### src/hw/rtl/rrwq_pkg.sv
// Shared types and codes for the resource request wait queue.
package rrwq_pkg;

    localparam logic [1:0] MODE_GET_SYNC    = 2'd0;
    localparam logic [1:0] MODE_GET_ASYNC   = 2'd1;
    localparam logic [1:0] MODE_GET_PARTIAL = 2'd2;
    localparam logic [1:0] MODE_RESUME      = 2'd3;

    localparam logic [2:0] ST_SUCCESS      = 3'd0;
    localparam logic [2:0] ST_PENDING      = 3'd1;
    localparam logic [2:0] ST_NO_RESOURCES = 3'd2;
    localparam logic [2:0] ST_QUEUE_FULL   = 3'd3;
    localparam logic [2:0] ST_NOTHING      = 3'd4;

    typedef struct packed {
        logic [1:0]  mode;
        logic [15:0] requested_count;
        logic [15:0] available_count;
        logic [31:0] request_tag;
    } req_word_t;

    typedef struct packed {
        logic [2:0]  status;
        logic [15:0] granted_count;
        logic [31:0] resume_tag;
    } rsp_word_t;

    typedef struct packed {
        logic [15:0] count;
        logic        partial;
        logic [31:0] tag;
    } entry_t;

endpackage

### src/hw/rtl/resource_request_wait_queue.sv
// Top level of the resource request wait queue.
// A word accepted from the s_ side is held in the input register, and its result
// is registered in the output register that drives the m_ side.
// Throughput: one word per cycle while the m_ side takes results; the head entry
// and the entry behind it sit in registers, so a pop is followed by the next word with no bubble.
// Reset (aresetn low, synchronous): queue empty, both registers empty.
module resource_request_wait_queue
    import rrwq_pkg::*;
#(
    parameter int unsigned QUEUE_DEPTH = 16
) (
    input  logic      aclk,
    input  logic      aresetn,
    input  logic      s_valid,
    output logic      s_ready,
    input  req_word_t s_data,
    output logic      m_valid,
    input  logic      m_ready,
    output rsp_word_t m_data
);

    localparam int unsigned SLOT_W = $clog2(QUEUE_DEPTH);
    localparam int unsigned OCC_W  = $clog2(QUEUE_DEPTH + 1);

    logic              in_valid_reg;
    req_word_t         in_reg;
    logic              out_valid_reg;
    rsp_word_t         out_reg;
    rsp_word_t         out_next;

    logic [SLOT_W-1:0] head_reg, head_next;
    logic [SLOT_W-1:0] tail_reg, tail_next;
    logic [OCC_W-1:0]  occ_reg, occ_next;
    entry_t            hd_reg, hd_next;

    entry_t            second;
    logic              wr_en;
    entry_t            wr_entry;
    logic [SLOT_W-1:0] rd_addr;

    logic              fire;
    logic              q_empty, q_full;
    logic              short_head;
    logic              split_get;
    logic [15:0]       req_left;

    function automatic logic [SLOT_W-1:0] next_slot(input logic [SLOT_W-1:0] s);
        return (s == SLOT_W'(QUEUE_DEPTH - 1)) ? '0 : s + 1'b1;
    endfunction

    assign fire    = in_valid_reg && (!out_valid_reg || m_ready);
    assign s_ready = !in_valid_reg || fire;
    assign m_valid = out_valid_reg;
    assign m_data  = out_reg;

    assign q_empty    = (occ_reg == '0);
    assign q_full     = (occ_reg == OCC_W'(QUEUE_DEPTH));
    assign short_head = (hd_reg.count > in_reg.available_count);
    assign split_get  = (in_reg.mode == MODE_GET_PARTIAL) && q_empty;
    assign req_left   = in_reg.requested_count - in_reg.available_count;

    always_comb begin
        head_next = head_reg;
        tail_next = tail_reg;
        occ_next  = occ_reg;
        hd_next   = hd_reg;
        wr_en     = 1'b0;
        wr_entry.count   = split_get ? req_left : in_reg.requested_count;
        wr_entry.partial = split_get;
        wr_entry.tag     = in_reg.request_tag;
        out_next  = '{status: ST_SUCCESS, granted_count: '0, resume_tag: '0};

        unique case (in_reg.mode)
            MODE_RESUME: begin
                if (q_empty) begin
                    out_next.status = ST_NOTHING;
                end else begin
                    out_next.resume_tag = hd_reg.tag;
                    if (short_head) begin
                        if (!hd_reg.partial) begin
                            out_next.status = ST_NO_RESOURCES;
                        end else begin
                            out_next.status        = ST_PENDING;
                            out_next.granted_count = in_reg.available_count;
                            hd_next.count = hd_reg.count - in_reg.available_count;
                        end
                    end else begin
                        out_next.status        = ST_SUCCESS;
                        out_next.granted_count = hd_reg.count;
                        head_next = next_slot(head_reg);
                        occ_next  = occ_reg - 1'b1;
                        hd_next   = second;
                    end
                end
            end
            MODE_GET_SYNC, MODE_GET_ASYNC, MODE_GET_PARTIAL: begin
                if (q_empty && (in_reg.requested_count <= in_reg.available_count)) begin
                    out_next.status        = ST_SUCCESS;
                    out_next.granted_count = in_reg.requested_count;
                end else if (in_reg.mode == MODE_GET_SYNC) begin
                    out_next.status = ST_NO_RESOURCES;
                end else if (q_full) begin
                    out_next.status = ST_QUEUE_FULL;
                end else begin
                    out_next.status        = ST_PENDING;
                    out_next.granted_count = split_get ? in_reg.available_count : 16'd0;
                    wr_en     = 1'b1;
                    tail_next = next_slot(tail_reg);
                    occ_next  = occ_reg + 1'b1;
                    if (q_empty) begin
                        hd_next = wr_entry;
                    end
                end
            end
            default: begin
                out_next.status = ST_NOTHING;
            end
        endcase

        if (!fire) begin
            head_next = head_reg;
            tail_next = tail_reg;
            occ_next  = occ_reg;
            hd_next   = hd_reg;
            wr_en     = 1'b0;
        end
    end

    // second holds the entry behind the head; unused while fewer than two queued
    assign rd_addr = next_slot(head_next);

    rrwq_slot_mem #(
        .QUEUE_DEPTH(QUEUE_DEPTH)
    ) u_slot_mem (
        .aclk   (aclk),
        .wr_en  (wr_en),
        .wr_addr(tail_reg),
        .wr_data(wr_entry),
        .rd_addr(rd_addr),
        .rd_data(second)
    );

    always_ff @(posedge aclk) begin
        if (!aresetn) begin
            in_valid_reg  <= 1'b0;
            out_valid_reg <= 1'b0;
            head_reg      <= '0;
            tail_reg      <= '0;
            occ_reg       <= '0;
        end else begin
            if (s_ready) begin
                in_valid_reg <= s_valid;
            end
            if (fire) begin
                out_valid_reg <= 1'b1;
            end else if (m_ready) begin
                out_valid_reg <= 1'b0;
            end
            head_reg <= head_next;
            tail_reg <= tail_next;
            occ_reg  <= occ_next;
        end
    end

    always_ff @(posedge aclk) begin
        if (s_ready && s_valid) begin
            in_reg <= s_data;
        end
        if (fire) begin
            out_reg <= out_next;
        end
        hd_reg <= hd_next;
    end

endmodule

### src/hw/rtl/rrwq_slot_mem.sv
// Slot store for queued requests: one write port, one registered read port.
module rrwq_slot_mem
    import rrwq_pkg::*;
#(
    parameter int unsigned QUEUE_DEPTH = 16,
    localparam int unsigned SLOT_W = $clog2(QUEUE_DEPTH)
) (
    input  logic              aclk,
    input  logic              wr_en,
    input  logic [SLOT_W-1:0] wr_addr,
    input  entry_t            wr_data,
    input  logic [SLOT_W-1:0] rd_addr,
    output entry_t            rd_data
);

    entry_t mem [QUEUE_DEPTH];
    entry_t rd_data_reg;

    always_ff @(posedge aclk) begin
        if (wr_en) begin
            mem[wr_addr] <= wr_data;
        end
    end

    // write-through so a word written now is seen on the same address
    always_ff @(posedge aclk) begin
        if (wr_en && (wr_addr == rd_addr)) begin
            rd_data_reg <= wr_data;
        end else begin
            rd_data_reg <= mem[rd_addr];
        end
    end

    assign rd_data = rd_data_reg;

endmodule

### config.mk
export PLATFORM = sky130hd
export DESIGN_NAME = resource_request_wait_queue
export DESIGN_NICKNAME = d
export VERILOG_FILES = /design/src/hw/rtl/rrwq_pkg.sv /design/src/hw/rtl/resource_request_wait_queue.sv /design/src/hw/rtl/rrwq_slot_mem.sv
export SDC_FILE = /design/constraint.sdc
export NUM_CORES = 1
export LEC_CHECK = 0
export BUFFER_PORTS_ARGS = -buffer_cell sky130_fd_sc_hd__buf_4
export CORE_UTILIZATION = 60
export DETAILED_ROUTE_END_ITERATION = 6
export HOLD_SLACK_MARGIN = 0.12
export PLACE_DENSITY = 0.8
export SLEW_MARGIN = 20
export SYNTH_ARGS = -nofsm -noshare
export SYNTH_HDL_FRONTEND = slang
export SYNTH_SLANG_ARGS = --single-unit
### constraint.sdc
create_clock -name aclk -period 14.82 [get_ports aclk]
set_clock_uncertainty 0.2 [all_clocks]
set_input_delay 3.705 -clock aclk [delete_from_list [all_inputs] [get_ports aclk]]
set_output_delay 3.705 -clock aclk [all_outputs]
set_load 0.02 [all_outputs]
# After elaboration in Yosys (flattened, before gate mapping)
# Memory sizes are Yosys's and may differ from the RTL's. A register that Yosys moved wholly into a read port is not among the register bits.
# Cells that the tools add are included.
word_totals:
  ram_bits: 784
  elab_cells: 104
  input_bits: 70
  memories: 1
  ff_bits: 181
op_classes:
  bitwise: 4
  magnitude_cmp: 2
  reduce_logical: 17
  mux: 44
  n_eq_ne: 14
  addsub: 7
mem_list:
  columns: ["name", "words", "width", "read_ports", "rd_clocked_by_memory_dff", "wr", "line_no", "text"]
  rows:
  - ["u_slot_mem.mem", 16, 49, 1, 1, 1, "rrwq_slot_mem.sv:16", "entry_t mem [QUEUE_DEPTH];"]
op_table:
  columns: ["operator", "n"]
  rows:
  - ["49-bit two-way mux", 5]
  - ["16-bit two-way mux", 7]
  - ["49-bit case mux with 2 select lines", 1]
  - ["48-bit two-way mux", 1]
  - ["19-bit two-way mux", 2]
  - ["19-bit case mux with 2 select lines", 1]
  - ["33-bit two-way mux", 1]
  - ["16-bit subtractor", 2]
  - ["4-bit two-way mux", 7]
  - ["5-bit two-way mux", 5]
  - ["16-bit greater-than comparator", 1]
  - ["16-bit <= comparator", 1]
  - ["7-bit AND reduction", 2]
  - ["4-bit by 1-bit adder with 4-bit output, second input constant", 3]
  - ["4-bit == test, second input constant", 3]
  - ["2-bit != test, second input constant", 6]
  - ["5-bit case mux with 2 select lines", 1]
  - ["1-bit two-way mux", 9]
  - ["3-bit two-way mux", 2]
  - ["6-bit AND reduction", 1]
  - ["5-bit by 1-bit adder with 5-bit output, second input constant", 1]
  - ["5-bit == test, second input constant", 1]
  - ["5-bit zero test", 1]
  - ["5-bit AND reduction", 1]
  - ["13 further kinds", 23]

# Logic depth before layout (Yosys ltp)
# Gate-level depths: netlist of run 1.
depth:
  depth_word: 8
  ltp_mapped: 14
  depth_no_buf: 13

# Modules after synthesis
# From an unflattened synthesis of run 1, not the netlist that was laid out.
unflattened:
  hier_cells: 2024
  hier_area_um2: 38416.8
modules_own_cells:
  columns: ["module", "cells_each", "instances", "area_each_um2", "seq_area_each_um2"]
  rows:
  - ["rrwq_slot_mem", 1223, 1, 29437.0, 23622.7]
  - ["resource_request_wait_queue", 801, 1, 8979.9, 5285.1]

# Worst setup path after synthesis of run 1
# OpenSTA, ideal clock, no wires.
synth_timing:
  path_type: "input -> register"
  startpoint: "input port m_ready"
  endpoint: "memory u_slot_mem.mem[0][0] (netlist name) (enable)"
  required_time_ps: 14104
  path_stages: 7
  setup_time_ps: 516
  n_path_buf: 1
  slack_ps: 3732
  arrival_time_ps: 10371
  path_cell_list: "nor2b_1 -> nor2b_1 -> o21a_1 -> o211a_1 -> buf_2 -> nand2_1 -> nor3_1"
synth_between:
  elab_chain_cells: 5
synth_lines:
  columns: ["element", "line_no", "text"]
  rows:
  - ["start, declared", "resource_request_wait_queue.sv:18", "input logic m_ready,"]
  - ["1-bit logical OR", "resource_request_wait_queue.sv:51", "assign fire = in_valid_reg && (!out_valid_reg || m_ready);"]
  - ["1-bit logical AND", "resource_request_wait_queue.sv:51", null]
  - ["via fire", "resource_request_wait_queue.sv:41", "logic fire;"]
  - ["1-bit two-way mux", "resource_request_wait_queue.sv:120", "if (!fire) begin"]
  - ["1-bit two-way mux", "rrwq_slot_mem.sv:20", "if (wr_en) begin"]
  - ["1-bit two-way mux (implied by the code)", "rrwq_slot_mem.sv:21", "mem[wr_addr] <= wr_data;"]
  - ["end, declared", "rrwq_slot_mem.sv:16", null]
# The timed path passes the listed nets, and every way through them passes these cells.

# Final worst setup path of run 1
layout_timing:
  startpoint: "input port m_ready"
  endpoint: "output port s_ready"
layout_between:
  elab_chain_cells: 3
layout_lines:
  columns: ["element", "line_no", "text"]
  rows:
  - ["1-bit logical OR", "resource_request_wait_queue.sv:51", null]
  - ["1-bit logical AND", "resource_request_wait_queue.sv:51", null]
  - ["1-bit logical OR", "resource_request_wait_queue.sv:52", "assign s_ready = !in_valid_reg || fire;"]
  - ["end, declared", "resource_request_wait_queue.sv:15", "output logic s_ready,"]
# No other way between the ends.

==> impl_results.md, run 1 <==
- Synth Area in Simple Gates: under 10%
- Slew Viols, Final: 0
- Post-route ant nets: 0
- Most common cell in the synthesized netlist: edfxtp_1
- Synth cell count leaders: edfxtp_1 (950), mux4_2 (245), nand2_1 (150)
- Max capacitance violation total: 0
- Post-synth EDFFs: 950
- Post-CTS setup buffers: 0
- Lkg Pwr: 14.6 nW
- Net Count, Synth: a little over 2000
- Worst Path Arrival: approximately 4.4 ns
- Max incr delay on CP: approximately 0.29 ns
- Yosys warning total: 0
- Clock buffer depth: 3
- Worst slew pin tran: about 1.1 ns
- CTS root buffer: clkbuf_16
- Hold path start: occ_reg[4]$_SDFFE_PN0P_
- Vias in the first global route: slightly above 20000
- Dominant synthesized flop cell: edfxtp_1
- Total GRT Usage: a little over a quarter
- GP Congestion: between 0.8 and 0.9
- Core footprint: about 63000 um2
- FF+latch area: 28900 um2
- Post-DR wirelength/cell: 29.4 um
- Crit path capture type: output pin
- Count of final setup violators: 0
- Starting Density: between 60% and 70%
- Die Width: approximately 260 um
- Area Overhead vs Synth: 13.4%
- Hold Crit Depth: 2
- Post-synth top area cell: edfxtp_1
- Post-DP HPWL: between 40000 and 50000 um
- DRT Wirelength: roughly 88000 um
- Adder-Cell Fraction of Synth Area: ~1.5%
- Distinct cells, synth: 73
- CP startpoint: m_ready
- Via count: 19800
- Router iterations before antenna repair: 6
- Class of the worst hold path: reg -> reg
- Post-layout min period: 8.32 ns
- Avg Vias per Cell: around 6.6
- Hold EP: occ_reg[4]$_SDFFE_PN0P_
- Syn Area/Cell: 20.3 um2
- Post-Synthesis Cell Area: 38600 um2
- Clock sinks: 969
- Async SR Flop Fraction: 0%
- Top cell type's share of synthesized area: between 70% and 80%
- GRT Residual Overflow: 0
- Startpoint types: input pin
- Compound-Gate Fraction of Synth Area: under 10%
- Final #Nets: about 2200
- Seq cells post-synth: ~970
- RSZ-0062 raised after global routing: no
- Post-DP Area: 40700 um2
- Max-slew headroom: approximately a quarter
- Total negative setup slack: 0 ns
- Pre-CTS setup slack: roughly 6.5 ns
- Largest family of logic cells by synthesized area: multiplexers
- Number of cells on the critical path: 4
- CTS Hold Buffers Added: 0
- Max FFs per register: 784
- CTS tree: yes
- Final Cycle Share: a little under three fifths
- Largest net degree at the start of global routing: 73
- Mux cell area share after synthesis: 14.5%
- Port Buffer Count: 122
- CP bufs+invs: 2
- Crit path cell chain: buf_4, nor2b_1, nand2_1, buf_4
- Fill count: between 3000 and 4000
- Cts repair resizes: 0
- Reg2reg start: in_reg[32]$_DFFE_PP_
- Synthesized instance count: 1906
- Worst-skew pair later-pin latency: around 0.66 ns
- First-pass GRT wire length: between 100000 and 150000 um
- Worst Path Max Fanout: 4
- Outcome: complete, no violations
- Final Hold Fails: 0
- Xor-xnor portion of the synthesized cell area: 0.612%
- Worst reg2reg path depth: 11
- Total die area: roughly 65000 um2
- Layout cell share with drive strength beyond 1: about 28%
- WS Path Type: in -> out
- CTS buffer count: 94
- Worst VDD drop: between 0.1 and 0.15 mV
- Io pins: 123
- Top area cells in the synthesized netlist: edfxtp_1 (74%), mux4_2 (14%), nand2_1 (1.5%)
- Total Power: slightly below 6 mW
- N_diodes: 0
- Post-synthesis sequential area ratio: 74.8%
- Worst R2R Setup Slack: slightly below 10 ns
- Crit path max-delay family: simple AND/OR/NAND/NOR gates
- Clock-pin slew on the worst setup and hold paths: 0.06 ns
- Initial antenna violation count: 0
- Final Worst Setup Slack: about 6.5 ns
- Initial DRC count: 2284
- Area of the multi-input gates: ~9300 um2
- Drt drc: 0
- Slowest-stage cell, CP: nor2b_1
- Power Dens Cells: between 100 and 150 nW/um2
- Max Fclk: about 120 MHz
- # rows: 92
- Worst EP required: approximately 11 ns
- Cell mode on critical path: buf_4
- Fin area: 43800 um2
- Worst r2r dst: u_slot_mem.mem[4][5]$_DFFE_PP_
- CTS H-tree lvls: 3
- Chip Height: approximately 260 um
## worst max path at each step
stage	to
after floorplan	u_slot_mem.mem[0][0]$_DFFE_PP_
after global placement	s_ready
after detailed placement	s_ready
after CTS	s_ready
after global routing	s_ready
final	s_ready
## stage by stage
stage               hold WS [ns]  instances  util (%)
finish                     0.292       3006      69.2
detailed placement         0.286       2832      64.2
floorplan                  0.251       1906         -
global placement           0.263       2832      64.2
global route               0.336       3006      69.2
CTS                        0.294       3004      69.1
## where the power goes
group          internal, mW  switching [mW]  leakage [nW]
clock                  1.35            1.04          1.48
combinational         0.101           0.168          4.36
sequential             3.07          0.0356          8.80
## worst min-delay path, cell delays in order (launching register included)
cell and delay (ns):
dfxtp_1 0.32, nand2_1 0.06, mux2i_1 0.06
## per-layer routing
| metal | up-vias | global-route usage [%] | share of wire (%) |
|---|---|---|---|
| li1 | 8143 | - | - |
| met1 | 10400 | 36.9 | 38 |
| met2 | 1156 | 46.6 | 52 |
| met3 | 191 | 4.29 | 8.0 |
| met4 | 0 | 8.52 | 2.7 |
| met5 | - | 0 | 0 |
## cell usage in the layout (no fill, tap or decap), drive strengths merged, types with 19 or more instances in the layout
cell    count
nor2       43
edfxtp    950
buf       171
o21ai      36
mux4      245
clkinv     44
clkbuf    107
dfxtp      19
a21oi      35
and2       43
nand2     150
inv        50
ha         41
## cells by family (layout without fill, tap and decap cells)
logic type,count (synthesis),after routing
simple gates,299,299
mux,254,254
flops,969,969
fa+ha+maj,44,44
compound gates,176,176
buf+inv,137,391
xor+xnor,27,27
## final cells by class
type / instances / area share, %
Clock buffer: 107 / 5.48
Sequential cell: 969 / 66.0
Clock inverter: 65 / 1.50
Timing Repair Buffer: 171 / 3.04
Multi-Input combinational cell: 800 / 21.1
Inverter: 48 / 0.411
Tap cell: 846 / 2.42
No activity file was read; power rests on OpenSTA's default activity.
==> inputs of run 2 (changes only) <==
- clock period: 14.82 -> 8.47 ns (I/O delays scaled with it)
==> run 2 against run 1 <==
Compared with the run above:
- the run now ends with design-rule violations left
- combinational power is 81% higher
- critical path depth stayed put
- utilization is 0.087 points lower
- register-to-register slack worse by 6.5 ns
- non-clock buffer count is 5 higher
- flip-flop and latch count stayed put
- critical endpoint unchanged
==> impl_results.md, run 2 (synthesized netlist as in run 1, its figures left out) <==
- Area Overhead vs Synth: 13.3%
- Failing checks: design-rule violations
- Crit path cell chain: buf_4, nor2b_1, nand2_1, buf_4
- RSZ-0062 raised after global routing: no
- CTS H-tree lvls: 3 (unchanged)
- Starting Density: 61.0% (unchanged)
- Post-layout min period: 5.17 ns
- First-pass GRT wire length: 136000 um (+4.1%)
- Worst Path Arrival: 2.85 ns (-1.56 ns)
- Power Dens Cells: 226 nW/um2 (+72%)
- Post-CTS setup buffers: 0 (unchanged)
- Clock-pin slew on the worst setup and hold paths: 0.06 ns (about the same)
- Most common cell after layout, fill and taps aside: edfxtp_1
- Max capacitance violation total: 0 (unchanged)
- Via count: 20100 (+1.5%)
- GP Congestion: 0.886 (-0.19%)
- Minimum hold slack: 0.291 ns (-0.00102 ns)
- Largest net degree at the start of global routing: 130 (+78%)
- Total die area: 65400 um2 (unchanged)
- WS Path Type: in -> out
- Layout cell share with drive strength beyond 1: 27.6% (-0.37 points)
- CTS buffer count: 93 (-1.1%)
- Total negative setup slack: 0 ns (unchanged)
- Io pins: 123 (unchanged)
- Clock buffer depth: 3 (unchanged)
- Worst Path Max Fanout: 4 (unchanged)
- Final #Nets: 2202 (+0.18%)
- Initial antenna violation count: 1 (+1)
- Total Power: 9.90 mW (+72%)
- Post-DP HPWL: 50300 um (+15%)
- Die Width: 256 um (unchanged)
- Final Cycle Share: 61.0%
- Total GRT Usage: 28.7% (+1.3 points)
- Worst slew pin tran: 1.18 ns (+0.0507 ns)
- Cts repair resizes: 0 (unchanged)
- Crit path max-delay family: simple AND/OR/NAND/NOR gates
- Max-slew headroom: 21.4% (-3.4 points)
- Worst VDD drop: 0.154 mV (+22%)
- Fill count: 3717 (-0.64%)
- GRT Residual Overflow: 0 (unchanged)
- Area of the multi-input gates: 9270 um2 (+0.11%)
- Post-route ant nets: 0 (unchanged)
- # rows: 92 (unchanged)
- Class of the worst hold path: reg -> reg
- Slowest-stage cell, CP: nor2b_1
- Router iterations before antenna repair: 7 (+1)
- Outcome: complete, but fails checks
- Worst-skew pair later-pin latency: 0.65 ns (about the same)
- Max FFs per register: 784 (unchanged)
- Worst EP required: 6.15 ns (-4.76 ns)
- Startpoint types: input pin
- Drt drc: 5 (+5)
- CTS Hold Buffers Added: 0 (unchanged)
- Chip Height: 256 um (unchanged)
- Worst R2R Setup Slack: 3.34 ns (-6.52 ns)
- N_diodes: 0 (unchanged)
- Max incr delay on CP: 0.32 ns (+0.03 ns)
- DRT Wirelength: 92000 um (+4.1%)
- CTS root buffer: clkbuf_16
- Crit path capture type: output pin
- Slew Viols, Final: 0 (unchanged)
- FF+latch area: 28900 um2 (unchanged)
- Count of final setup violators: 0 (unchanged)
- Vias in the first global route: 20400 (-2.0%)
- Cell mode on critical path: buf_4
- Max Fclk: ~190 MHz
- Initial DRC count: 2589 (+13%)
- Port Buffer Count: 122 (unchanged)
- CP bufs+invs: 2 (unchanged)
- Final Hold Fails: 0 (unchanged)
- Highest-count cells in the layout ignoring fill and taps: edfxtp_1 (950), mux4_2 (245), buf_4 (167), nand2_1 (149), clkbuf_16 (94)
- CTS tree: yes
- Core footprint: 63300 um2 (unchanged)
- Lkg Pwr: 14.6 nW (-0.30%)
- Avg Vias per Cell: 6.70 (+1.5%)
- Clock sinks: 969 (unchanged)
- Post-DR wirelength/cell: 30.6 um (+4.1%)
run 2: cell count changes in the layout (fill, tap and decap cells not counted), moves of 3 or more:
| cell | before | now |
|---|---|---|
| inv_6 | 1 | 5 |
| bufinv_16 | 10 | 6 |
| nor3_4 | 1 | 4 |
| clkbuf_1 | 13 | 19 |
| clkinvlp_4 | 9 | 1 |
| buf_12 | 0 | 5 |
| clkinv_2 | 21 | 17 |
| nor3_2 | 4 | 1 |
run 2: worst paths after layout:
kind                      startpoint  cells after the start                              end
max                          m_ready                      4                          s_ready
min          occ_reg[4]$_SDFFE_PN0P_                      2          occ_reg[4]$_SDFFE_PN0P_
max reg2reg     in_reg[32]$_DFFE_PP_                     11  u_slot_mem.mem[12][9]$_DFFE_PP_
min reg2reg  occ_reg[4]$_SDFFE_PN0P_                      2          occ_reg[4]$_SDFFE_PN0P_
run 2: area by class of cell:
cell class                 instances  area share, %
timing repair buffer             176           3.35
tap                              846           2.42
sequential                       969           66.1
clock buffer                     113           5.54
clock inverter                    54           1.00
multi-input combinational        800           21.2
inverter                          48          0.412
run 2: per-layer routing:
metal / global-route usage, % / vias up / routed length [um] / share of wire (%)
met1: 40.3 / 10500 / 34400 / 37
met4: 8.43 / 2 / 2100 / 2.3
met3: 6.18 / 166 / 9820 / 11
li1: - / 8157 / - / -
met5: 0 / - / 13 / 0.014
met2: 45.9 / 1355 / 45700 / 50
run 2: worst register-to-register path, cell delays in order (launching register included):
cell	delay (ns)
edfxtp_1	0.42
ha_1	0.25
fa_1	0.41
nor2b_1	0.18
o31a_1	0.28
o31a_1	0.21
o21ai_2	0.11
a21boi_2	0.41
o211a_1	0.48
nand2_1	0.39
nor2_4	0.89
buf_4	0.54
run 2: power by group:
part / internal (mW) / switching (mW) / total, mW
clock network: 2.22 / 1.75 / 3.97
registers: 5.37 / 0.0697 / 5.44
logic: 0.179 / 0.309 / 0.488
run 2: stage by stage:
stage | cell area, um2 | setup slack (ns) | std cells | utilization, %
floorplan | 38700 | 0.284 | 1906 | -
global placement | 40700 | 3.10 | 2832 | 64.3
detailed placement | 40800 | 3.00 | 2835 | 64.4
CTS | 43700 | 3.31 | 3002 | 69.0
global route | 43800 | 3.20 | 3006 | 69.1
finish | 43800 | 3.30 | 3006 | 69.1
==> inputs of run 3 (changes only) <==
- CORE_UTILIZATION: 60 -> 56
- PLACE_DENSITY: 0.8 -> 0.79
- clock period: 8.47 -> 4.5 ns (I/O delays scaled with it)
==> run 3 against run 2 <==
Compared with the run above:
- the flow now finishes without violations
- cell count up 1.7%
- worst setup slack worse by 3.1 ns
- utilization down 3.6 points
- register-to-register slack worse by 3.1 ns
- sequential power up 88%
- count of clock-buffer cells in the layout down 14
- wire length down 1.6%
- critical path depth up 7
- flip-flop and latch count unchanged
- largest cell class unchanged
==> impl_results.md, run 3 (synthesized netlist as in run 1, its figures left out) <==
- Post-route ant nets: 0 (unchanged)
- RSZ-0062 raised after global routing: no
- Clock buffer depth: 3 (unchanged)
- Vias in the first global route: 20600 (+1.1%)
- GRT Residual Overflow: 0 (unchanged)
- Cell count after placement: 2882 (+1.7%)
- Max capacitance violation total: 0 (unchanged)
- Class of the worst hold path: reg -> reg
- Layout cell share with drive strength beyond 1: 29.4% (+1.8 points)
- Router iterations before antenna repair: 5 (-2)
- Area Overhead vs Synth: 14.9%
- Worst EP required: 4.65 ns (-1.50 ns)
- Port Buffer Count: 122 (unchanged)
- Clock sinks: 969 (unchanged)
- Post-DR wirelength/cell: 29.6 um (-3.2%)
- CTS buffer count: 95 (+2.2%)
- Post-DP HPWL: 48800 um (-3.0%)
- First-pass GRT wire length: 133000 um (-2.2%)
- Max incr delay on CP: 0.53 ns (+0.21 ns)
- GP Congestion: 0.910 (+2.7%)
- Total die area: 70000 um2 (+7.1%)
- Lkg Pwr: 14.8 nW (+1.6%)
- Max Fclk: approximately 230 MHz
- CTS Hold Buffers Added: 0 (unchanged)
- Post-layout min period: ~4.3 ns
- Met3 usage: 5.31% (-0.87 points)
- Die Width: 265 um (+3.5%)
- Total Power: 19.2 mW (+94%)
- Layout Utilization: 65.5% (-3.6 points)
- Worst slew pin tran: 1.08 ns (-0.0928 ns)
- Worst Path Max Fanout: 23 (+19)
- Final Cycle Share: 95.5%
- Via count: 19900 (-1.4%)
- Avg Vias per Cell: 6.50 (-3.0%)
- Highest-count cells in the layout ignoring fill and taps: edfxtp_1 (950), mux4_2 (245), buf_4 (170), nand2_1 (146), clkbuf_16 (95)
- Slew Viols, Final: 0 (unchanged)
- Drt drc: 0 (-5)
- Busiest grt layer: met2
- Clock-pin slew on the worst setup and hold paths: 0.06 ns (about the same)
- Fin cells: 3057 (+1.7%)
- Fin area: 44400 um2 (+1.5%)
- Io pins: 123 (unchanged)
- Pre-CTS setup slack: 0.228 ns (-2.77 ns)
- CTS tree: yes
- Power Dens Cells: 433 nW/um2 (+91%)
- Final #Nets: 2221 (+0.86%)
- Crit path cell chain: ha_1, fa_1, nor2b_1, o31a_1, o31a_1, o21ai_2, a21boi_2, o211a_1, nand2_2, nor2_4, buf_12
- Total GRT Usage: 26.4% (-2.3 points)
- Max FFs per register: 784 (unchanged)
- Worst VDD drop: 0.487 mV (+220%)
- Worst-skew pair later-pin latency: 0.67 ns (+0.02 ns)
- Worst R2R Setup Slack: 0.20 ns (-3.14 ns)
- CTS root buffer: clkbuf_16
- Slowest-stage cell, CP: o211a_1
- Met2 Use GR: 44.7% (-1.2 points)
- Worst Path Arrival: 4.45 ns (+1.60 ns)
- Max-slew headroom: 27.7% (+6.3 points)
- Crit path capture type: flip-flop
- # rows: 95 (+3.3%)
- Hold Crit Depth: 2 (unchanged)
- N_diodes: 0 (unchanged)
- Initial antenna violation count: 2 (+1)
- Final Worst Setup Slack: 0.205 ns (-3.10 ns)
- Largest net degree at the start of global routing: 75 (-42%)
- Chip Height: 265 um (+3.5%)
- Startpoint types: flip-flop
- GR Layer Usage met1: 33.5% (-6.8 points)
- Worst reg2reg path depth: 11 (unchanged)
- Outcome: complete, no violations
- Minimum hold slack: 0.295 ns (+0.00406 ns)
- CTS H-tree lvls: 3 (unchanged)
- DRT Wirelength: 90600 um (-1.6%)
- Cts repair resizes: 0 (unchanged)
- Post-CTS setup buffers: 0 (unchanged)
- Cell mode on critical path: o31a_1
- Core footprint: 67800 um2 (+7.0%)
- WS Path Type: reg -> reg
- Starting Density: 57.0% (-4.0 points)
- Initial DRC count: 2372 (-8.4%)
- Post-DP Area: 41200 um2 (+0.98%)
- Final Hold Fails: 0 (unchanged)
- Total negative setup slack: 0 ns (unchanged)
- Count of final setup violators: 0 (unchanged)
- Most common cell after layout, fill and taps aside: edfxtp_1
run 3: changes by cell type in the layout (fill, tap and decap cells not counted), moves of 3 or more:
cell	change
buf_12	+17
clkbuf_1	-15
clkinvlp_4	+14
bufinv_16	+5
buf_16	-4
buf_4	+3
clkinv_16	+3
nand2_1	-3
run 3: area by class of cell:
class / count / area, um2
sequential: 969 / 28900
fill: 4252 / 23400
multi-input combinational: 800 / 9300
clock buffer: 99 / 2390
timing repair buffer: 193 / 1730
tap: 873 / 1090
clock inverter: 75 / 788
inverter: 48 / 180
run 3: power breakdown:
| part | total (mW) | switching, mW | leakage, nW | internal, mW |
|---|---|---|---|---|
| Combinational | 0.923 | 0.579 | 4.51 | 0.344 |
| Sequential | 10.2 | 0.119 | 8.80 | 10.1 |
| Clock | 8.07 | 3.52 | 1.51 | 4.55 |
| Total | 19.2 | 4.22 | 14.8 | 15.0 |
run 3: worst paths after layout:
kind	startpoint	end
hold / removal	occ_reg[4]$_SDFFE_PN0P_	occ_reg[4]$_SDFFE_PN0P_
setup / recovery	in_reg[32]$_DFFE_PP_	u_slot_mem.mem[10][4]$_DFFE_PP_
setup reg to reg	in_reg[32]$_DFFE_PP_	u_slot_mem.mem[10][4]$_DFFE_PP_
hold reg to reg	occ_reg[4]$_SDFFE_PN0P_	occ_reg[4]$_SDFFE_PN0P_
run 3: layer usage:
layer	wire length, um	part of all wire (%)
met4	3720	4.1
met3	7800	8.6
met1	32900	36
met2	46200	51
met5	22	0.024
run 3: critical path: cells and delay by family, from the launching register on:
family	cells	cell delay (ns)
and+or+nand+nor	3	0.87
AOI/OAI and AO/OA	5	1.53
DFF	1	0.42
buffers and inverters	1	0.26
adders and majority gates	2	0.67
